## src/design/strings_file_pair_parser_assert.svh

```systemverilog
// ----------------------------------------------------------------------------
// Strings catalog parser assertion macros
// Clocked assertion wrappers for the parser top module.
// ----------------------------------------------------------------------------
`ifndef STRINGS_FILE_PAIR_PARSER_ASSERT_SVH
`define STRINGS_FILE_PAIR_PARSER_ASSERT_SVH

// Checked only while out of reset
`define SFPP_ASSERT(lbl, prop, msg) \
    lbl: assert property (@(posedge i_clk) disable iff (!i_rst_n) prop) else $error(msg);

// Checked on every edge, reset included
`define SFPP_ASSERT_ALWAYS(lbl, prop, msg) \
    lbl: assert property (@(posedge i_clk) prop) else $error(msg);

`endif

```

## src/design/sfpp_pkg.sv

```systemverilog
// ----------------------------------------------------------------------------
// Strings catalog parser package
// Phase, event and error codes, result word and helper functions.
// ----------------------------------------------------------------------------
package sfpp_pkg;

    // Parse phase
    typedef enum logic [3:0] {
        PH_BETWEEN = 4'd0,
        PH_SLASH   = 4'd1,
        PH_COMMENT = 4'd2,
        PH_CSTAR   = 4'd3,
        PH_KEY     = 4'd4,
        PH_KESC    = 4'd5,
        PH_KOCT1   = 4'd6,
        PH_KOCT2   = 4'd7,
        PH_SEP1    = 4'd8,
        PH_SEP2    = 4'd9,
        PH_TEXT    = 4'd10,
        PH_TESC    = 4'd11,
        PH_TOCT1   = 4'd12,
        PH_TOCT2   = 4'd13,
        PH_TERM    = 4'd14,
        PH_HALT    = 4'd15
    } t_phase;

    // Output event codes
    typedef enum logic [2:0] {
        EV_KEY_CHAR  = 3'd0,
        EV_TEXT_CHAR = 3'd1,
        EV_KEY_DONE  = 3'd2,
        EV_PAIR_DONE = 3'd3,
        EV_ERROR     = 3'd4,
        EV_END_OK    = 3'd5
    } t_event;

    // Error codes
    typedef enum logic [2:0] {
        ERR_SYNTAX   = 3'd0,
        ERR_KEY_ESC  = 3'd1,
        ERR_OPEN_KEY = 3'd2,
        ERR_NO_SEP   = 3'd3,
        ERR_NO_TEXT  = 3'd4,
        ERR_TEXT_ESC = 3'd5,
        ERR_OPEN_TXT = 3'd6,
        ERR_NO_TERM  = 3'd7
    } t_err;

    localparam int          LINE_W   = 20;
    localparam logic [19:0] LINE_MAX = 20'hFFFFF;
    localparam int          OCT_W    = 5;

    // Characters of interest
    localparam logic [7:0] CH_TAB    = 8'd9;
    localparam logic [7:0] CH_LF     = 8'd10;
    localparam logic [7:0] CH_CR     = 8'd13;
    localparam logic [7:0] CH_SPACE  = 8'd32;
    localparam logic [7:0] CH_QUOTE  = 8'h22;
    localparam logic [7:0] CH_APOS   = 8'h27;
    localparam logic [7:0] CH_STAR   = 8'h2A;
    localparam logic [7:0] CH_SLASH  = 8'h2F;
    localparam logic [7:0] CH_ZERO   = 8'h30;
    localparam logic [7:0] CH_THREE  = 8'h33;
    localparam logic [7:0] CH_SEVEN  = 8'h37;
    localparam logic [7:0] CH_SEMI   = 8'h3B;
    localparam logic [7:0] CH_EQUAL  = 8'h3D;
    localparam logic [7:0] CH_BSLASH = 8'h5C;
    localparam logic [7:0] CH_N      = 8'h6E;
    localparam logic [7:0] CH_R      = 8'h72;
    localparam logic [7:0] CH_T      = 8'h74;

    // Live parse state, apart from the string length
    typedef struct packed {
        t_phase             phase;
        logic [OCT_W-1:0]   oct;
        logic [LINE_W-1:0]  line;
    } t_parse_state;

    // One result word
    typedef struct packed {
        t_event             event_res;
        logic [7:0]         out_char;
        t_err               error_code;
        logic [LINE_W-1:0]  line_number;
    } t_result;

    // Step logic to output register
    typedef struct packed {
        logic    valid;
        t_result word;
    } t_step_res;

    function automatic logic is_ws(input logic [7:0] c);
        is_ws = (c == CH_SPACE) || ((c >= CH_TAB) && (c <= CH_CR));
    endfunction

    function automatic logic is_octal(input logic [7:0] c);
        is_octal = (c >= CH_ZERO) && (c <= CH_SEVEN);
    endfunction

    // Line count after byte c, saturating
    function automatic logic [LINE_W-1:0] bump_line(input logic [LINE_W-1:0] line,
                                                    input logic [7:0] c);
        if ((c == CH_LF) && (line != LINE_MAX)) begin
            bump_line = line + LINE_W'(1);
        end else begin
            bump_line = line;
        end
    endfunction

    // Error reported when data ends in a given phase
    function automatic t_err end_error(input t_phase p);
        case (p)
            PH_KEY, PH_KESC:             end_error = ERR_OPEN_KEY;
            PH_KOCT1, PH_KOCT2:          end_error = ERR_KEY_ESC;
            PH_SEP1:                     end_error = ERR_NO_SEP;
            PH_SEP2:                     end_error = ERR_NO_TEXT;
            PH_TEXT:                     end_error = ERR_OPEN_TXT;
            PH_TESC, PH_TOCT1, PH_TOCT2: end_error = ERR_TEXT_ESC;
            PH_TERM:                     end_error = ERR_NO_TERM;
            default:                     end_error = ERR_SYNTAX;
        endcase
    endfunction

endpackage

```

## src/design/sfpp_in_if.sv

```systemverilog
// ----------------------------------------------------------------------------
// Strings catalog parser input channel
// Valid/ready channel carrying one catalog byte and the end marker.
// ----------------------------------------------------------------------------
interface sfpp_in_if;
    logic       valid;
    logic       ready;
    logic [7:0] data_byte;
    logic       end_of_data;

    modport source (output valid, output data_byte, output end_of_data, input ready);
    modport sink   (input valid, input data_byte, input end_of_data, output ready);
endinterface

```

## src/design/sfpp_out_if.sv

```systemverilog
// ----------------------------------------------------------------------------
// Strings catalog parser output channel
// Valid/ready channel carrying one parse event word.
// ----------------------------------------------------------------------------
interface sfpp_out_if;
    logic        valid;
    logic        ready;
    logic [2:0]  event_res;
    logic [7:0]  out_char;
    logic [2:0]  error_code;
    logic [19:0] line_number;

    modport source (output valid, output event_res, output out_char,
                    output error_code, output line_number, input ready);
    modport sink   (input valid, input event_res, input out_char,
                    input error_code, input line_number, output ready);
endinterface

```

## src/design/sfpp_step.sv

```systemverilog
// ----------------------------------------------------------------------------
// Strings catalog parser step logic
// Next parse state and the optional event word for one catalog byte.
// ----------------------------------------------------------------------------
module sfpp_step #(
    parameter int MAX_LEN = 1024,
    localparam int LEN_W  = $clog2(MAX_LEN)
) (
    input  sfpp_pkg::t_parse_state i_state,
    input  logic [LEN_W-1:0]       i_len,
    input  logic [7:0]             i_byte,
    input  logic                   i_eod,
    output sfpp_pkg::t_parse_state o_state,
    output logic [LEN_W-1:0]       o_len,
    output sfpp_pkg::t_step_res    o_res
);

    localparam logic [LEN_W-1:0] LEN_LAST = LEN_W'(MAX_LEN - 1);

    logic             want_char;
    sfpp_pkg::t_event char_ev;
    logic [7:0]       char_val;
    logic             is_text;

    // Phase decode
    always_comb begin
        o_state   = i_state;
        o_len     = i_len;
        o_res     = '0;
        want_char = 1'b0;
        char_ev   = sfpp_pkg::EV_KEY_CHAR;
        char_val  = i_byte;
        is_text   = (i_state.phase == sfpp_pkg::PH_TEXT)  ||
                    (i_state.phase == sfpp_pkg::PH_TESC)  ||
                    (i_state.phase == sfpp_pkg::PH_TOCT1) ||
                    (i_state.phase == sfpp_pkg::PH_TOCT2);
        o_res.word.line_number = i_state.line;

        if (i_state.phase == sfpp_pkg::PH_HALT) begin
            // halted: nothing moves
        end else if (i_eod) begin
            o_state.phase = sfpp_pkg::PH_HALT;
            o_res.valid   = 1'b1;
            if ((i_state.phase == sfpp_pkg::PH_BETWEEN) ||
                (i_state.phase == sfpp_pkg::PH_COMMENT) ||
                (i_state.phase == sfpp_pkg::PH_CSTAR)) begin
                o_res.word.event_res = sfpp_pkg::EV_END_OK;
            end else begin
                o_res.word.event_res  = sfpp_pkg::EV_ERROR;
                o_res.word.error_code = sfpp_pkg::end_error(i_state.phase);
            end
        end else begin
            case (i_state.phase)
                sfpp_pkg::PH_BETWEEN: begin
                    if (sfpp_pkg::is_ws(i_byte)) begin
                        o_state.line = sfpp_pkg::bump_line(i_state.line, i_byte);
                    end else if (i_byte == sfpp_pkg::CH_SLASH) begin
                        o_state.phase = sfpp_pkg::PH_SLASH;
                    end else if (i_byte == sfpp_pkg::CH_QUOTE) begin
                        o_len         = '0;
                        o_state.phase = sfpp_pkg::PH_KEY;
                    end else begin
                        o_state.phase          = sfpp_pkg::PH_HALT;
                        o_res.valid            = 1'b1;
                        o_res.word.event_res   = sfpp_pkg::EV_ERROR;
                        o_res.word.error_code  = sfpp_pkg::ERR_SYNTAX;
                    end
                end
                sfpp_pkg::PH_SLASH: begin
                    if (i_byte == sfpp_pkg::CH_STAR) begin
                        o_state.phase = sfpp_pkg::PH_COMMENT;
                    end else begin
                        o_state.phase          = sfpp_pkg::PH_HALT;
                        o_res.valid            = 1'b1;
                        o_res.word.event_res   = sfpp_pkg::EV_ERROR;
                        o_res.word.error_code  = sfpp_pkg::ERR_SYNTAX;
                    end
                end
                sfpp_pkg::PH_COMMENT: begin
                    if (i_byte == sfpp_pkg::CH_STAR) begin
                        o_state.phase = sfpp_pkg::PH_CSTAR;
                    end else begin
                        o_state.line = sfpp_pkg::bump_line(i_state.line, i_byte);
                    end
                end
                sfpp_pkg::PH_CSTAR: begin
                    if (i_byte == sfpp_pkg::CH_SLASH) begin
                        o_state.phase = sfpp_pkg::PH_BETWEEN;
                    end else if (i_byte != sfpp_pkg::CH_STAR) begin
                        o_state.line  = sfpp_pkg::bump_line(i_state.line, i_byte);
                        o_state.phase = sfpp_pkg::PH_COMMENT;
                    end
                end
                sfpp_pkg::PH_KEY, sfpp_pkg::PH_TEXT: begin
                    if (i_byte == sfpp_pkg::CH_QUOTE) begin
                        if (is_text) begin
                            o_state.phase = sfpp_pkg::PH_TERM;
                        end else begin
                            o_state.phase        = sfpp_pkg::PH_SEP1;
                            o_res.valid          = 1'b1;
                            o_res.word.event_res = sfpp_pkg::EV_KEY_DONE;
                        end
                    end else if (i_byte == sfpp_pkg::CH_BSLASH) begin
                        o_state.phase = is_text ? sfpp_pkg::PH_TESC : sfpp_pkg::PH_KESC;
                    end else begin
                        want_char = 1'b1;
                    end
                end
                sfpp_pkg::PH_KESC, sfpp_pkg::PH_TESC: begin
                    o_state.phase = is_text ? sfpp_pkg::PH_TEXT : sfpp_pkg::PH_KEY;
                    if ((i_byte == sfpp_pkg::CH_BSLASH) || (i_byte == sfpp_pkg::CH_APOS) ||
                        (i_byte == sfpp_pkg::CH_QUOTE)) begin
                        want_char = 1'b1;
                    end else if (i_byte == sfpp_pkg::CH_N) begin
                        want_char = 1'b1;
                        char_val  = sfpp_pkg::CH_LF;
                    end else if (i_byte == sfpp_pkg::CH_R) begin
                        want_char = 1'b1;
                        char_val  = sfpp_pkg::CH_CR;
                    end else if (i_byte == sfpp_pkg::CH_T) begin
                        want_char = 1'b1;
                        char_val  = sfpp_pkg::CH_TAB;
                    end else if ((i_byte >= sfpp_pkg::CH_ZERO) &&
                                 (i_byte <= sfpp_pkg::CH_THREE)) begin
                        // first octal digit, 0..3
                        o_state.oct   = sfpp_pkg::OCT_W'(i_byte[1:0]);
                        o_state.phase = is_text ? sfpp_pkg::PH_TOCT1 : sfpp_pkg::PH_KOCT1;
                    end else begin
                        o_state.phase         = sfpp_pkg::PH_HALT;
                        o_res.valid           = 1'b1;
                        o_res.word.event_res  = sfpp_pkg::EV_ERROR;
                        o_res.word.error_code = is_text ? sfpp_pkg::ERR_TEXT_ESC
                                                        : sfpp_pkg::ERR_KEY_ESC;
                    end
                end
                sfpp_pkg::PH_KOCT1, sfpp_pkg::PH_TOCT1: begin
                    if (sfpp_pkg::is_octal(i_byte)) begin
                        o_state.oct   = {i_state.oct[1:0], i_byte[2:0]};
                        o_state.phase = is_text ? sfpp_pkg::PH_TOCT2 : sfpp_pkg::PH_KOCT2;
                    end else begin
                        o_state.phase         = sfpp_pkg::PH_HALT;
                        o_res.valid           = 1'b1;
                        o_res.word.event_res  = sfpp_pkg::EV_ERROR;
                        o_res.word.error_code = is_text ? sfpp_pkg::ERR_TEXT_ESC
                                                        : sfpp_pkg::ERR_KEY_ESC;
                    end
                end
                sfpp_pkg::PH_KOCT2, sfpp_pkg::PH_TOCT2: begin
                    if (sfpp_pkg::is_octal(i_byte)) begin
                        want_char     = 1'b1;
                        char_val      = {i_state.oct, i_byte[2:0]};
                        o_state.oct   = '0;
                        o_state.phase = is_text ? sfpp_pkg::PH_TEXT : sfpp_pkg::PH_KEY;
                    end else begin
                        o_state.phase         = sfpp_pkg::PH_HALT;
                        o_res.valid           = 1'b1;
                        o_res.word.event_res  = sfpp_pkg::EV_ERROR;
                        o_res.word.error_code = is_text ? sfpp_pkg::ERR_TEXT_ESC
                                                        : sfpp_pkg::ERR_KEY_ESC;
                    end
                end
                sfpp_pkg::PH_SEP1: begin
                    if (sfpp_pkg::is_ws(i_byte)) begin
                        o_state.line = sfpp_pkg::bump_line(i_state.line, i_byte);
                    end else if (i_byte == sfpp_pkg::CH_EQUAL) begin
                        o_state.phase = sfpp_pkg::PH_SEP2;
                    end else begin
                        o_state.phase         = sfpp_pkg::PH_HALT;
                        o_res.valid           = 1'b1;
                        o_res.word.event_res  = sfpp_pkg::EV_ERROR;
                        o_res.word.error_code = sfpp_pkg::ERR_NO_SEP;
                    end
                end
                sfpp_pkg::PH_SEP2: begin
                    if (sfpp_pkg::is_ws(i_byte)) begin
                        o_state.line = sfpp_pkg::bump_line(i_state.line, i_byte);
                    end else if (i_byte == sfpp_pkg::CH_QUOTE) begin
                        o_len         = '0;
                        o_state.phase = sfpp_pkg::PH_TEXT;
                    end else begin
                        o_state.phase         = sfpp_pkg::PH_HALT;
                        o_res.valid           = 1'b1;
                        o_res.word.event_res  = sfpp_pkg::EV_ERROR;
                        o_res.word.error_code = sfpp_pkg::ERR_NO_TEXT;
                    end
                end
                sfpp_pkg::PH_TERM: begin
                    if (i_byte == sfpp_pkg::CH_SEMI) begin
                        o_state.phase        = sfpp_pkg::PH_BETWEEN;
                        o_res.valid          = 1'b1;
                        o_res.word.event_res = sfpp_pkg::EV_PAIR_DONE;
                    end else begin
                        o_state.phase         = sfpp_pkg::PH_HALT;
                        o_res.valid           = 1'b1;
                        o_res.word.event_res  = sfpp_pkg::EV_ERROR;
                        o_res.word.error_code = sfpp_pkg::ERR_NO_TERM;
                    end
                end
                default: begin
                    o_state.phase = sfpp_pkg::PH_HALT;
                end
            endcase
        end

        // String character: dropped once the string is full
        char_ev = is_text ? sfpp_pkg::EV_TEXT_CHAR : sfpp_pkg::EV_KEY_CHAR;
        if (want_char && (i_len < LEN_LAST)) begin
            o_len                = i_len + LEN_W'(1);
            o_res.valid          = 1'b1;
            o_res.word.event_res = char_ev;
            o_res.word.out_char  = char_val;
        end
    end

endmodule

```

## src/design/sfpp_out_reg.sv

```systemverilog
// ----------------------------------------------------------------------------
// Strings catalog parser output register
// Holds one event word until the sink takes it.
// ----------------------------------------------------------------------------
module sfpp_out_reg (
    input  logic              i_clk,
    input  logic              i_rst_n,
    input  logic              i_load,
    input  sfpp_pkg::t_result i_word,
    output logic              o_can_load,
    sfpp_out_if.source        o_out
);

    logic              r_valid;
    logic              n_valid;
    sfpp_pkg::t_result r_word;

    // Room when empty or when the held word leaves this cycle
    assign o_can_load = !r_valid || o_out.ready;

    always_comb begin
        if (i_load) begin
            n_valid = 1'b1;
        end else if (o_out.ready) begin
            n_valid = 1'b0;
        end else begin
            n_valid = r_valid;
        end
    end

    always_ff @(posedge i_clk) begin
        if (!i_rst_n) begin
            r_valid <= 1'b0;
        end else begin
            r_valid <= n_valid;
        end
    end

    // Payload, no reset
    always_ff @(posedge i_clk) begin
        if (i_load) begin
            r_word <= i_word;
        end
    end

    assign o_out.valid       = r_valid;
    assign o_out.event_res   = r_word.event_res;
    assign o_out.out_char    = r_word.out_char;
    assign o_out.error_code  = r_word.error_code;
    assign o_out.line_number = r_word.line_number;

endmodule

```

## src/design/strings_file_pair_parser.sv

```systemverilog
// ----------------------------------------------------------------------------
// Strings catalog parser
// Streaming parser for "key" = "text"; catalogs, one byte per word.
// ----------------------------------------------------------------------------
// Takes one catalog byte per clock and gives zero or one event word for each
// byte, in the cycle after the byte is accepted. The parse state is updated by
// one pass of decode logic per byte; the rate is limited only by the output
// register, which accepts a new byte whenever it is empty or its word is
// taken in the same cycle. Strings longer than MAX_LEN-1 characters have the
// excess dropped silently. After an error or end event the parser halts and
// consumes bytes with no output until reset. No clearing pass after reset.
module strings_file_pair_parser #(
    parameter int MAX_LEN = 1024
) (
    input  logic       i_clk,
    input  logic       i_rst_n,
    sfpp_in_if.sink    i_in,
    sfpp_out_if.source o_out
);

    `include "strings_file_pair_parser_assert.svh"

    localparam int LEN_W = $clog2(MAX_LEN);

    sfpp_pkg::t_parse_state r_state;
    sfpp_pkg::t_parse_state n_state;
    logic [LEN_W-1:0]       r_len;
    logic [LEN_W-1:0]       n_len;
    sfpp_pkg::t_step_res    step_res;
    logic                   can_load;
    logic                   accept;

    assign i_in.ready = can_load;
    assign accept     = i_in.valid && can_load;

    // Per-byte decode
    sfpp_step #(
        .MAX_LEN (MAX_LEN)
    ) u_step (
        .i_state (r_state),
        .i_len   (r_len),
        .i_byte  (i_in.data_byte),
        .i_eod   (i_in.end_of_data),
        .o_state (n_state),
        .o_len   (n_len),
        .o_res   (step_res)
    );

    // Parse state
    always_ff @(posedge i_clk) begin
        if (!i_rst_n) begin
            r_state.phase <= sfpp_pkg::PH_BETWEEN;
            r_state.oct   <= '0;
            r_state.line  <= sfpp_pkg::LINE_W'(1);
            r_len         <= '0;
        end else if (accept) begin
            r_state <= n_state;
            r_len   <= n_len;
        end
    end

    // Event word register
    sfpp_out_reg u_out_reg (
        .i_clk      (i_clk),
        .i_rst_n    (i_rst_n),
        .i_load     (accept && step_res.valid),
        .i_word     (step_res.word),
        .o_can_load (can_load),
        .o_out      (o_out)
    );

    // Checks
    `SFPP_ASSERT(a_halt_after_final,
        (accept && step_res.valid &&
         (step_res.word.event_res == sfpp_pkg::EV_ERROR ||
          step_res.word.event_res == sfpp_pkg::EV_END_OK))
        |=> (r_state.phase == sfpp_pkg::PH_HALT),
        "parser did not halt after final event")
    `SFPP_ASSERT(a_halt_silent,
        (r_state.phase == sfpp_pkg::PH_HALT) |-> !step_res.valid,
        "halted parser produced an event")
    `SFPP_ASSERT_ALWAYS(a_reset_state,
        !i_rst_n |=> (r_state.phase == sfpp_pkg::PH_BETWEEN &&
                      r_state.line == sfpp_pkg::LINE_W'(1)),
        "bad state after reset")

endmodule

```

## src/flat_wrapper.sv

```systemverilog
// flat-port wrapper written by rule: the top's interface ports become plain ports
module strings_file_pair_parser_flat 
#(
    parameter int MAX_LEN = 1024
)
  (i_clk, i_rst_n, i_in_valid, i_in_data_byte, i_in_end_of_data, i_in_ready, o_out_valid, o_out_event_res, o_out_out_char, o_out_error_code, o_out_line_number, o_out_ready);
  sfpp_in_if i_in_i ();
  sfpp_out_if o_out_i ();
  input  logic i_clk;
  input  logic i_rst_n;
  input wire logic [$bits(i_in_i.valid)-1:0] i_in_valid;
  input wire logic [$bits(i_in_i.data_byte)-1:0] i_in_data_byte;
  input wire logic [$bits(i_in_i.end_of_data)-1:0] i_in_end_of_data;
  output wire logic [$bits(i_in_i.ready)-1:0] i_in_ready;
  output wire logic [$bits(o_out_i.valid)-1:0] o_out_valid;
  output wire logic [$bits(o_out_i.event_res)-1:0] o_out_event_res;
  output wire logic [$bits(o_out_i.out_char)-1:0] o_out_out_char;
  output wire logic [$bits(o_out_i.error_code)-1:0] o_out_error_code;
  output wire logic [$bits(o_out_i.line_number)-1:0] o_out_line_number;
  input wire logic [$bits(o_out_i.ready)-1:0] o_out_ready;
  assign i_in_i.valid = i_in_valid;
  assign i_in_i.data_byte = i_in_data_byte;
  assign i_in_i.end_of_data = i_in_end_of_data;
  assign i_in_ready = i_in_i.ready;
  assign o_out_valid = o_out_i.valid;
  assign o_out_event_res = o_out_i.event_res;
  assign o_out_out_char = o_out_i.out_char;
  assign o_out_error_code = o_out_i.error_code;
  assign o_out_line_number = o_out_i.line_number;
  assign o_out_i.ready = o_out_ready;
  strings_file_pair_parser #(.MAX_LEN(MAX_LEN)) u_core (.i_clk(i_clk), .i_rst_n(i_rst_n), .i_in(i_in_i), .o_out(o_out_i));
endmodule
```

## config.mk

```make
export PLATFORM = sky130hd
export DESIGN_NAME = strings_file_pair_parser_flat
export DESIGN_NICKNAME = d
export VERILOG_FILES = /design/src/design/sfpp_pkg.sv /design/src/design/sfpp_in_if.sv /design/src/design/sfpp_out_if.sv /design/src/design/sfpp_step.sv /design/src/design/sfpp_out_reg.sv /design/src/design/strings_file_pair_parser.sv /design/src/flat_wrapper.sv
export VERILOG_INCLUDE_DIRS = /design/src /design/src/design
export SDC_FILE = /design/constraint.sdc
export NUM_CORES = 1
export LEC_CHECK = 0
export BUFFER_PORTS_ARGS = -buffer_cell sky130_fd_sc_hd__buf_4
export CAP_MARGIN = 30
export CORE_MARGIN = 5
export CORE_UTILIZATION = 39
export CTS_CLUSTER_DIAMETER = 50
export CTS_CLUSTER_SIZE = 16
export DETAILED_ROUTE_END_ITERATION = 8
export SKIP_CTS_REPAIR_TIMING = 1
export SLEW_MARGIN = 40
export SYNTH_ARGS = -nofsm -noshare
export SYNTH_HDL_FRONTEND = slang
export SYNTH_SLANG_ARGS = --single-unit
```

## constraint.sdc

```tcl
create_clock -name i_clk -period 4.75 [get_ports i_clk]
set_clock_uncertainty 0.1 [all_clocks]
set_input_delay 0.7125 -clock i_clk [delete_from_list [all_inputs] [get_ports i_clk]]
set_output_delay 0.7125 -clock i_clk [all_outputs]
set_load 0.01 [all_outputs]
```

### After elaboration in Yosys (flattened, before gate mapping)

Memory sizes are Yosys's and may differ from the RTL's. A register that Yosys moved wholly into a read port is not among the register bits.
Index checks and enable logic that the tools add are counted.

| storage, ports and cells | value |
|---|---|
| output and inout port bits | 36 |
| bits of input ports | 13 |
| RAM bits | 0 |
| logic and storage cells | 208 |
| register bits | 74 |
| memories kept | 1 |
| bits in read-only memories | 48 |
| bits in latches | 0 |

Memory list:

| name | words | width | rd ports | clocked after memory_dff | wr ports | RTL line | text |
|---|---|---|---|---|---|---|---|
| (name not given) | 16 | 3 | 1 | 1 | 0 | sfpp_pkg.sv:113 | `case (p)` |

| operators by class | value |
|---|---|
| eq/ne operators | 51 |
| add/subtract/negate cells | 2 |
| shifts and indexed selects | 0 |
| multiply operators | 0 |
| multiplexer cells | 105 |
| magnitude comparators | 6 |
| divide/modulo/power cells | 0 |
| reductions and logical operators | 32 |
| bitwise operators | 2 |

Operators with widths:

| kind | number |
|---|---|
| $mux 4 | 39 |
| $mux 20 | 5 |
| $mux 10 | 7 |
| $pmux 20 s3 | 1 |
| $eq 8x6->1 const B | 7 |
| $mux 8 | 7 |
| $mux 3 | 16 |
| $pmux 4 s11 | 1 |
| $mux 9 | 4 |
| $eq 4x4->1 const B | 8 |
| $eq 8x7->1 const B | 4 |
| $pmux 4 s8 | 1 |
| $add 20x1->20 const B | 1 |
| $ne 20x20->1 const B | 1 |
| $pmux 10 s2 | 1 |
| $ne 2x2->1 const B | 9 |
| $eq 4x3->1 const B | 4 |
| $le 8x6->1 const B | 2 |
| $pmux 8 s2 | 1 |
| $reduce_and 8->1 | 2 |
| $mux 5 | 3 |
| $pmux 3 s5 | 1 |
| $pmux 5 s3 | 1 |
| $mux 1 | 13 |
| 29 further kinds | 59 |

### Logic depth before layout (Yosys ltp)

Gate-level depths: netlist (run 1).

| depth | value |
|---|---|
| word-level depth | 14 |
| mapped depth | 13 |
| mapped depth without buffers | 11 |

### Hierarchy

A second synthesis (run 1) with hierarchy kept.

| second synthesis, totals | value |
|---|---|
| cell total of the unflattened synthesis | 655 |
| area, all modules | 5318.9 um^2 |

Modules (own cells, without submodules):

| module | instances | seq. area each (um^2) | area each (um^2) | cells an instance |
|---|---|---|---|---|
| sfpp_step | 1 | 0.0 | 2756.4 | 438 |
| strings_file_pair_parser | 1 | 780.7 | 1492.7 | 179 |
| sfpp_out_reg | 1 | 1041.0 | 1069.8 | 38 |

### Worst setup path after synthesis (run 1)

OpenSTA, ideal clock, no wires.

| timing path | value |
|---|---|
| path kind | input to register |
| start | in i_in_data_byte[3] |
| end | reg u_core.u_out_reg.r_word (netlist bit u_core.u_out_reg.o_out.error_code[0]), enable pin |
| slack | 0.452 ns |
| stages on the path | 8 |
| arrival | 3.773 ns |
| buffers on the path | 1 |
| setup time | 0.425 ns |
| data required time | 4.225 ns |
| cell sequence | buf_2 or4b_1 o31a_1 a21oi_1 o211ai_2 inv_1 nor3b_1 nor2_1 |

| between the ends | value |
|---|---|
| cells in the longest elaborated chain, start to end | 12 |
| elaborated cells between the ends (all ways) | 51 |
| classes of those cells | order compare: 5; eq/ne: 10; mux: 28; reduce/logical: 8 |

Ends and longest elaborated chain:

| item | RTL line | text |
|---|---|---|
| start: declaration | flat_wrapper.sv:12 | `input wire logic [$bits(i_in_i.data_byte)-1:0] i_in_data_byte;` |
| $ge 8x6->1 or $le 8x6->1 (tied branches) | sfpp_pkg.sv:98, sfpp_step.sv:123, sfpp_step.sv:124 |  |
| $logic_and 1x1->1 | sfpp_step.sv:123 | `end else if ((i_byte >= sfpp_pkg::CH_ZERO) &&` |
| $mux 4 | sfpp_step.sv:123 |  |
| $mux 4 | sfpp_step.sv:120 | `end else if (i_byte == sfpp_pkg::CH_T) begin` |
| $mux 4 | sfpp_step.sv:117 | `end else if (i_byte == sfpp_pkg::CH_R) begin` |
| $mux 4 | sfpp_step.sv:114 | `end else if (i_byte == sfpp_pkg::CH_N) begin` |
| $mux 4 | sfpp_step.sv:111 | `if ((i_byte == sfpp_pkg::CH_BSLASH) \|\| (i_byte == sfpp_pkg::CH_APOS) \|\|` |
| $pmux 4 s8 | sfpp_step.sv:53 | `case (i_state.phase)` |
| $mux 4 | sfpp_step.sv:41 | `end else if (i_eod) begin` |
| $mux 4 | sfpp_step.sv:39 | `if (i_state.phase == sfpp_pkg::PH_HALT) begin` |
| $mux 12 (*) | sfpp_step.sv:207 | `if (want_char && (i_len < LEN_LAST)) begin` |
| $logic_and 1x1->1 (*) | strings_file_pair_parser.sv:66 | `.i_load (accept && step_res.valid),` |
| named net u_core.u_out_reg.i_load | sfpp_out_reg.sv:8 | `input logic i_load,` |
| end signal: assignment | sfpp_out_reg.sv:42 | `r_word <= i_word;` |
| end: declaration | sfpp_out_reg.sv:16 | `sfpp_pkg::t_result r_word;` |

The timed path passes the listed nets; every way through them passes the cells marked *.
A chain may end at the register's enable or synchronous reset.

### Worst setup path in the final report (run 1)

| timing path | value |
|---|---|
| start | in i_in_data_byte[4] |
| end | reg u_core.u_out_reg.r_word (netlist bit u_core.u_out_reg.o_out.line_number[8]), enable pin |

Same word-level chain as after synthesis.

==> out/results.ini, run 1 <==
[route]
drtIter0Drc=350
via_per_inst=5.64
post_drt_wl_per_cell_um=16.1
firstDrtPassIters=5
highest_layer=met4
routed-wl-met2_um=4900
met3_wirelength_um=849
wl_um=10900
vias=3803
antenna_left=0
drc=0
wl_met1_um=4930

[global_routing]
antenna_found_initial=0
grt_pass1_vias=3576
track_usage_pct=16.8
grt_max_degree=27
grt_pass1_wl_um=17900
overflow=0

[floorplan]
rows=38
initial_core_util_pct=39.7
die_h_um=115
die_w_um=115
dieArea_mm2=0.0132
coreArea_mm2=0.0108
ioPinCount=49

[setup_path]
end_kind=flop
crit_slowest_cell=or4b_1
critPathMaxStageDelay_ns=0.59
crit_chain=buf_4, nand2_1, or4b_1, o31a_1, nand3_1, o211a_1, a21boi_0, nor3b_1, nor2_4, buf_8, buf_6
worstPathRequired_ns=4.76
worstPathArrival_ns=3.64
crit_type=input pin to flop
crit_path_max_fanout=14
startpoint_type=input pin

[logic_synthesis]
synth_mux_area_share_pct=0.726
ys_ff_latch=77
syn_nets=506
synth.avg_cell_area_um2=8.88
synth-async-reset-ratio_pct=0
ys_warn_count=0
synth_edf_count=34
synth_cell_types=68
synth-xor-area-share_pct=5.29
synth_compound_area_share_pct=18.5
syn-cell-area_mm2=0.00431
synth_top_family_by_area=simple AND/OR/NAND/NOR gates
ys_seq_area_share_pct=43.7
synth_fa_ha_area_share_pct=2.32
synth-main-ff-cell=dfxtp_1
yosys.area_share.simple_pct=25.7
synthCells=485

[place]
place_hpwl_um=8150
dp.cells=658
port_buffers=48
place.gp.congestion=0.922

[pwr]
leakage_nw=1.80
p_per_area_mw_per_mm2=319
peakVddDrop_v=0.000161

[timing]
min_period_ns=3.62
hold_ws_ns=0.376
max_slew.worst_pin.slew_ns=0.831
setup_viol=0
slew_viol_final=0
rsz0062_at_grt=false
finalCritPeriodShare_pct=76.3
fin_tns_setup_ns=0
slew_headroom_pct=44.1
max_freq_mhz=276
hold_violations=0

[final_layout]
final.fill_count=1066
final_common_cell=nor2_1
finish.utilization_pct=46.2
drive_above_1_share_pct=16.5
multi_input_area_mm2=0.00227
diodes=0
final_cell_mix=nor2_1, buf_4, dfxtp_1, nand2_1, edfxtp_1
regArea_mm2=0.00188
syn_to_final_growth_pct=16.3
fin_cells=674
final_nets=550

[clocking]
clock_latency_ns=0.36
htreeDepth=3
tritoncts=built
clock-sinks=77
path_clk_slew_ns=0.08
cts_made_buffers=9
cts_root_buf=clkbuf_8
cts_buffer_depth=2

[run_status]
status=finished clean

[run]
maxCapViolCount=0

[hold_path]
hp-class=flop to flop

## cell usage after synthesis, types with 6 or more instances
cell type | number | area [µm²]
edfxtp_1 | 34 | 1020
dfxtp_1 | 43 | 861
nor2_1 | 65 | 244
nor3_1 | 13 | 65.1
a21oi_1 | 32 | 160
nand2b_1 | 7 | 43.8
nand4_1 | 10 | 62.6
nand2_1 | 37 | 139
o21ai_0 | 21 | 105
nand3_1 | 25 | 125
clkbuf_1 | 16 | 60.1
inv_1 | 16 | 60.1
xnor2_1 | 21 | 184
ha_1 | 8 | 100
a22oi_1 | 7 | 52.6
and3_1 | 8 | 50.1
o211ai_1 | 6 | 45.0
or3_1 | 10 | 62.6
## state kept, by name, indices dropped and copies added, names as in the netlist, named ones only
name                                cells
u_core.r_len                           10
u_core.u_out_reg.o_out.out_char         8
u_core.u_out_reg.o_out.valid            1
u_core.u_out_reg.o_out.line_number     20
u_core.u_out_reg.o_out.error_code       3
u_core.r_state                         29
u_core.u_out_reg.o_out.event_res        3
## cell families after synthesis
kind of cell	count (synthesis)
AND/OR/NAND/NOR	214
AO/OA/AOI/OAI	117
flip-flops	77
buffers and inverters	40
XOR/XNOR	26
adder cells (fa/ha/maj)	8
multiplexers	3
## area by class of cell
class	instances	share of cell area (%)
Sequential cell	77	37.6
Timing Repair Buffer	55	8.42
Multi-Input combinational cell	368	45.3
Clock buffer	9	2.47
Clock inverter	7	1.35
Inverter	18	1.35
Tap cell	140	3.50
## metal layers
metal,vias up,global-route usage [%]
met5,-,0
met4,0,5.71
met3,18,3.63
met2,167,26.1
met1,1745,23.4
li1,1873,-
## worst max-delay path, delay by kind of cell
kind / cells / cell delay [ns]
and+or+nand+nor: 5 / 1.60
AOI/OAI and AO/OA: 3 / 0.80
buffers and inverters: 3 / 0.51
## per-stage QoR
step	worst slack, ns	instance area, µm²	total power (W)
finish	1.13	5010	0.00160
CTS	1.16	5010	0.00161
detailed placement	0.788	4820	0.00114
global route	0.796	5010	0.00169
global placement	0.884	4780	0.00113
floorplan	0.452	4310	0.000998
## power by group
group | switching (W) | internal (W) | total (W)
sequential | 0.0000365 | 0.000743 | 0.000780
combinational | 0.000201 | 0.000141 | 0.000342
clock | 0.000276 | 0.000201 | 0.000477
## path summary, 6_finish.rpt
| check | startpoint | to | slack (ns) | cells past startpoint |
|---|---|---|---|---|
| worst max-delay path | i_in_data_byte[4] | u_core.u_out_reg.o_out.line_number[8]$_DFFE_PP_ | 1.13 | 11 |
| worst min-delay path | u_core.r_state[6]$_SDFFE_PN0P_ | u_core.u_out_reg.o_out.line_number[6]$_DFFE_PP_ | 0.38 | 0 |
| worst max register to register | u_core.r_state[26]$_SDFFE_PN0P_ | u_core.u_out_reg.o_out.line_number[8]$_DFFE_PP_ | 1.15 | 10 |
| worst min register to register | u_core.r_state[6]$_SDFFE_PN0P_ | u_core.u_out_reg.o_out.line_number[6]$_DFFE_PP_ | 0.38 | 0 |
(Power assumes the default switching activity.)
==> run 2, diff against run 1 <==
==> constraint.sdc (replaced) <==
create_clock -name i_clk -period 3.25 [get_ports i_clk]
set_clock_uncertainty 0.1 [all_clocks]
set_input_delay 0.4875 -clock i_clk [delete_from_list [all_inputs] [get_ports i_clk]]
set_output_delay 0.4875 -clock i_clk [all_outputs]
set_load 0.01 [all_outputs]
==> out/results.ini, run 2 (synthesis gave the netlist of run 1 again) <==
[run_status]
status=finished clean

[pwr]
p_per_area_mw_per_mm2=461  ; +44%
comb_power_share_pct=24.3  ; +2.9 points
leakage_nw=1.95  ; +8.4%
peakVddDrop_v=0.000230  ; +42%
clkPwrFrac_pct=29.3  ; -0.5 points
p_seq_share_pct=46.4  ; -2.4 points
p_int_w=0.00164  ; +51%
p_sw_w=0.000783  ; +53%
p_sw_share_pct=32.3  ; +0.24 points

[final_layout]
syn_to_final_growth_pct=21.9
final_nets=579  ; +5.3%
final_cell_mix=buf_4, nor2_1, dfxtp_1, nand2_1, edfxtp_1
final.fill_count=1030  ; -3.4%
final_common_cell=buf_4
diodes=0  ; unchanged
largest_register_ffs=29  ; unchanged
drive_above_1_share_pct=20.6  ; +4.1 points
regMostFlops=u_core.r_state

[setup_path]
worstPathRequired_ns=3.41  ; -1.35 ns
startpoint_type=flop
worstPathArrival_ns=3.19  ; -0.45 ns
crit_buf_inv=0  ; -3
critPathMaxStageDelay_ns=0.69  ; +0.10 ns
crit_slowest_cell=dfxtp_1
crit_family=compound AO/OA/AOI/OAI gates
crit_path_max_fanout=17  ; +3
end_kind=flop
crit_type=flop to flop
crit_chain=nor2b_1, o21ai_0, ha_1, nand2b_1, a21oi_1, o21a_1, a311oi_1, o2111ai_1, o211ai_2, nor2_1, a22o_1

[place]
dp_slack_ns=0.0922  ; -0.696 ns
place_hpwl_um=8660  ; +6.2%
place.gp.congestion=0.975  ; +5.7%
port_buffers=48  ; unchanged

[floorplan]
die_h_um=115  ; unchanged
ioPinCount=49  ; unchanged
dieArea_mm2=0.0132  ; unchanged
die_w_um=115  ; unchanged
coreArea_mm2=0.0108  ; unchanged
rows=38  ; unchanged
initial_core_util_pct=39.7  ; unchanged

[timing]
slew_viol_final=0  ; unchanged
min_period_ns=3.03
hold_violations=0  ; unchanged
fin_tns_setup_ns=0  ; unchanged
slew_headroom_pct=45.9  ; +1.8 points
rsz0062_at_grt=false
layout_setup_ws_ns=0.218  ; -0.907 ns
finalCritPeriodShare_pct=93.3
max_slew.worst_pin.slew_ns=0.792  ; -0.0393 ns
max_freq_mhz=330
setup_viol=0  ; unchanged

[global_routing]
grt_pass1_wl_um=18900  ; +5.7%
grt_pass1_vias=3687  ; +3.1%
overflow=0  ; unchanged
grt_max_degree=27  ; unchanged
track_usage_pct=17.9  ; +1.0 points
antenna_found_initial=0  ; unchanged

[clocking]
cts_buffer_depth=2  ; unchanged
tritoncts=built
cts_root_buf=clkbuf_8
clock-sinks=77  ; unchanged
cts_made_buffers=9  ; unchanged
clock_latency_ns=0.36  ; about the same
path_clk_slew_ns=0.09  ; about the same
htreeDepth=3  ; unchanged

[route]
post_drt_wl_per_cell_um=16.5  ; +2.4%
drc=0  ; unchanged
firstDrtPassIters=7  ; +2
via_per_inst=5.73  ; +1.6%
antenna_left=0  ; unchanged
wl_um=11600  ; +6.8%
drtIter0Drc=458  ; +31%
vias=4029  ; +5.9%

[run]
maxCapViolCount=0  ; unchanged

[hold_path]
hp-class=input pin to flop

## run 2: metal layers
layer	up-vias	wire (µm)	global-route usage (%)
li1	1939	-	-
met5	-	0	0
met1	1865	5270	25.3
met4	0	305	6.49
met3	31	920	3.68
met2	194	5120	27.0
## run 2: worst paths after layout
kind	from	to	slack (ns)	depth (start not counted)
max reg2reg	u_core.r_state[27]$_SDFFE_PN0P_	flop	0.22	11
max	u_core.r_state[27]$_SDFFE_PN0P_	flop	0.22	11
min reg2reg	u_core.r_state[22]$_SDFFE_PN0P_	u_core.r_state[22]$_SDFFE_PN0P_	0.37	2
min	i_rst_n	u_core.r_state[0]$_SDFFE_PN1P_	0.30	2
## run 2: power groups by stage
stage / Combinational [W] / Clock (W) / Sequential (W)
after floorplan: 0.000302 / 0 / 0.00116
after global placement: 0.000586 / 0 / 0.00115
after detailed placement: 0.000583 / 0 / 0.00114
after CTS: 0.000585 / 0.000722 / 0.00112
after global routing: 0.000637 / 0.000767 / 0.00113
final: 0.000590 / 0.000710 / 0.00112
## run 2: area by class of cell
cell class / instances / area, µm² / area share (%)
well taps: 140 / 175 / 3.34
multi-input cells: 368 / 2270 / 43.2
repair buffers: 84 / 668 / 12.7
clock buffers: 9 / 124 / 2.36
clock inverters: 7 / 65.1 / 1.24
inverters: 18 / 67.6 / 1.29
flip-flops and latches: 77 / 1880 / 35.8
## run 2: per-stage QoR
step,hold WS (ns),instances,utilization [%],power [W],instance area (µm²)
after floorplan,0.332,485,-,0.00146,4310
after CTS,0.286,703,48.4,0.00243,5250
after global placement,0.355,687,46.7,0.00173,5060
final,0.300,703,48.4,0.00242,5250
after global routing,0.298,703,48.4,0.00254,5250
after detailed placement,0.352,687,46.7,0.00173,5060
==> run 3, diff against run 2 <==
--- a/config.mk
+++ b/config.mk
@@ -6,6 +6,7 @@
 export SDC_FILE = /design/constraint.sdc
 export NUM_CORES = 1
 export LEC_CHECK = 0
+export ABC_AREA = 1
 export BUFFER_PORTS_ARGS = -buffer_cell sky130_fd_sc_hd__buf_4
 export CAP_MARGIN = 30
 export CORE_MARGIN = 5
==> out/results.ini, run 3 <==
[run_status]
status=finished clean

[place]
place_hpwl_um=10200  ; +18%
port_buffers=48  ; unchanged
dp.cells=849  ; +24%
place.gp.congestion=0.985  ; +1.0%

[route]
drtIter0Drc=331  ; -28%
firstDrtPassIters=5  ; -2
wl_um=13300  ; +15%
drc=0  ; unchanged
vias=4588  ; +14%
post_drt_wl_per_cell_um=15.4  ; -6.8%
antenna_left=0  ; unchanged
via_per_inst=5.30  ; -7.5%

[pwr]
leakage_nw=2.32  ; +19%
peakVddDrop_v=0.000199  ; -13%
p_per_area_mw_per_mm2=495  ; +7.3%

[logic_synthesis]
syn_nets=682  ; +35%
ys_ff_latch=77  ; unchanged
synth_cell_types=44  ; -35%
ys_seq_area_share_pct=40.6  ; -3.1 points
synth_top_cells_by_area=edfxtp_1, dfxtp_1, nand2_1, nor2_1, nand3_1
synthCells=661  ; +36%
synth_edf_count=34  ; unchanged
yosys.cell_count.top_type=nand2_1
synth-main-ff-cell=dfxtp_1
synth.avg_cell_area_um2=7.01  ; -21%
synth_top_area_share_pct=22.0  ; -1.7 points
ys_warn_count=0  ; unchanged
synth_top_area_cell=edfxtp_1
synth_top_cells_by_count=nand2_1, nor2_1, inv_1, nand3_1, dfxtp_1
syn-cell-area_mm2=0.00463  ; +7.5%
synth-async-reset-ratio_pct=0  ; unchanged

[timing]
slew_viol_final=0  ; unchanged
rsz0062_at_grt=false
fin_tns_setup_ns=0  ; unchanged
hold_violations=0  ; unchanged
min_period_ns=2.73  ; -0.306 ns
slew_headroom_pct=63.2  ; +17 points
setup_viol=0  ; unchanged
max_freq_mhz=367  ; +11%
max_slew.worst_pin.slew_ns=0.548  ; -0.244 ns
finalCritPeriodShare_pct=83.9  ; -9.4 points

[hold_path]
hp-class=input pin to flop

[floorplan]
dieArea_mm2=0.0142  ; +6.9%
die_w_um=119  ; +3.4%
coreArea_mm2=0.0115  ; +6.2%
rows=39  ; +2.6%
ioPinCount=49  ; unchanged
initial_core_util_pct=40.2  ; +0.48 points
die_h_um=119  ; +3.4%

[setup_path]
reg2reg_depth=16  ; +5
crit_path_max_fanout=8  ; -9
worstPathArrival_ns=2.87  ; -0.32 ns
worstPathRequired_ns=3.40  ; about the same
end_kind=flop
rr_startpoint=u_core.r_state[27]$_SDFFE_PN0P_
rrSetupSlack_ns=0.52  ; +0.31 ns
startpoint=u_core.r_state[27]$_SDFFE_PN0P_
crit_type=flop to flop
startpoint_type=flop

[run]
maxCapViolCount=0  ; unchanged

[clocking]
tritoncts=built
htreeDepth=3  ; unchanged
clock-sinks=77  ; unchanged
cts_buffer_depth=2  ; unchanged
clock_latency_ns=0.35  ; about the same
cts_root_buf=clkbuf_16
cts_made_buffers=9  ; unchanged
path_clk_slew_ns=0.06  ; -0.03 ns

[final_layout]
final.fill_count=1169  ; +13%
syn_to_final_growth_pct=18.6
fin_cells=865  ; +23%
regArea_mm2=0.00188  ; unchanged
regMostFlops=u_core.r_state
multi_input_area_mm2=0.00239  ; +5.2%
diodes=0  ; unchanged
final_cell_mix=nand2_1, nor2_1, inv_1, nand3_1, buf_4
final_common_cell=nand2_1
largest_register_ffs=29  ; unchanged
final_nets=738  ; +27%
drive_above_1_share_pct=13.2  ; -7.4 points

[global_routing]
overflow=0  ; unchanged
grt_pass1_vias=4460  ; +21%
grt_max_degree=29  ; +7.4%
track_usage_pct=19.3  ; +1.4 points
antenna_found_initial=0  ; unchanged
grt_pass1_wl_um=22000  ; +17%

==> run 3: cell count changes in the layout (fill, tap and decap cells not counted), sizes merged, moves of 9 or more <==
cell / change
a21oi: +9
nor2: +44
buf: -27
or3: -10
nand3: +43
xnor2: -14
nand2: +128
inv: +59
==> run 3: how the worst min path moves through the flow <==
stage	endpoint	startpoint	cells after the start	slack [ns]
6_report	u_core.u_out_reg.o_out.valid$_SDFFE_PN0P_	o_out_ready	4	0.33
5_1_grt	u_core.u_out_reg.o_out.valid$_SDFFE_PN0P_	o_out_ready	4	0.35
4_1_cts	u_core.u_out_reg.o_out.valid$_SDFFE_PN0P_	o_out_ready	4	0.32
3_5_place_dp	u_core.u_out_reg.o_out.line_number[8]$_DFFE_PP_	u_core.r_state[8]$_SDFFE_PN0P_	0	0.35
3_3_place_gp	u_core.u_out_reg.o_out.line_number[8]$_DFFE_PP_	u_core.r_state[8]$_SDFFE_PN0P_	0	0.34
2_1_floorplan	u_core.u_out_reg.o_out.line_number[8]$_DFFE_PP_	u_core.r_state[8]$_SDFFE_PN0P_	0	0.33
==> run 3: logic make-up after synthesis <==
kind of cell	after synthesis	share of synthesized area (%)
XOR/XNOR	17	3.22
buffers and inverters	92	7.81
adder cells (fa/ha/maj)	8	2.16
AO/OA/AOI/OAI	86	10.5
flip-flops	77	40.6
AND/OR/NAND/NOR	381	35.7
==> run 3: cell type report <==
| class | instances | area share (%) |
|---|---|---|
| sequential | 77 | 34.3 |
| timing repair buffer | 57 | 8.02 |
| tap | 143 | 3.26 |
| inverter | 80 | 5.47 |
| multi-input combinational | 492 | 43.5 |
| clock inverter | 4 | 0.843 |
| clock buffer | 12 | 4.67 |
==> run 3: metrics by stage <==
stage	instance area, µm²	utilization (%)	hold slack, ns	setup WS, ns	power [W]
3_3_place_gp	5190	45.1	0.345	0.371	0.00172
5_1_grt	5490	47.7	0.347	0.304	0.00285
4_1_cts	5490	47.7	0.319	0.577	0.00273
2_1_floorplan	4630	-	0.330	0.423	0.00148
3_5_place_dp	5190	45.1	0.347	0.358	0.00171
6_report	5490	47.7	0.330	0.524	0.00272
==> run 3: report_power, final <==
group | switching [W] | leakage (nW) | total (W) | internal [W]
sequential | 0.0000343 | 0.681 | 0.00113 | 0.00109
clock | 0.000390 | 0.148 | 0.00102 | 0.000633
combinational | 0.000369 | 1.49 | 0.000567 | 0.000197
==> run 3: critical path, cell delays in order (launching register included) <==
cell and delay [ns]:
dfxtp_1 0.48, nand2_1 0.13, nor3_1 0.45, nand2_1 0.28, o21ai_0 0.14, nor2_1 0.07, inv_1 0.07, nor2_1 0.05
nand3_1 0.09, nand2_1 0.11, nor2_2 0.18, inv_1 0.08, ha_1 0.18, nand2_1 0.06, nand2_1 0.05, nand2_1 0.06
inv_1 0.03
==> run 3: layer usage <==
metal / wire, µm / GRT usage (%) / part of all wire, %
met5: 0 / 0 / 0
met1: 5790 / 22.9 / 43
met4: 374 / 8.18 / 2.8
met2: 6520 / 33.9 / 49
met3: 634 / 3.93 / 4.8
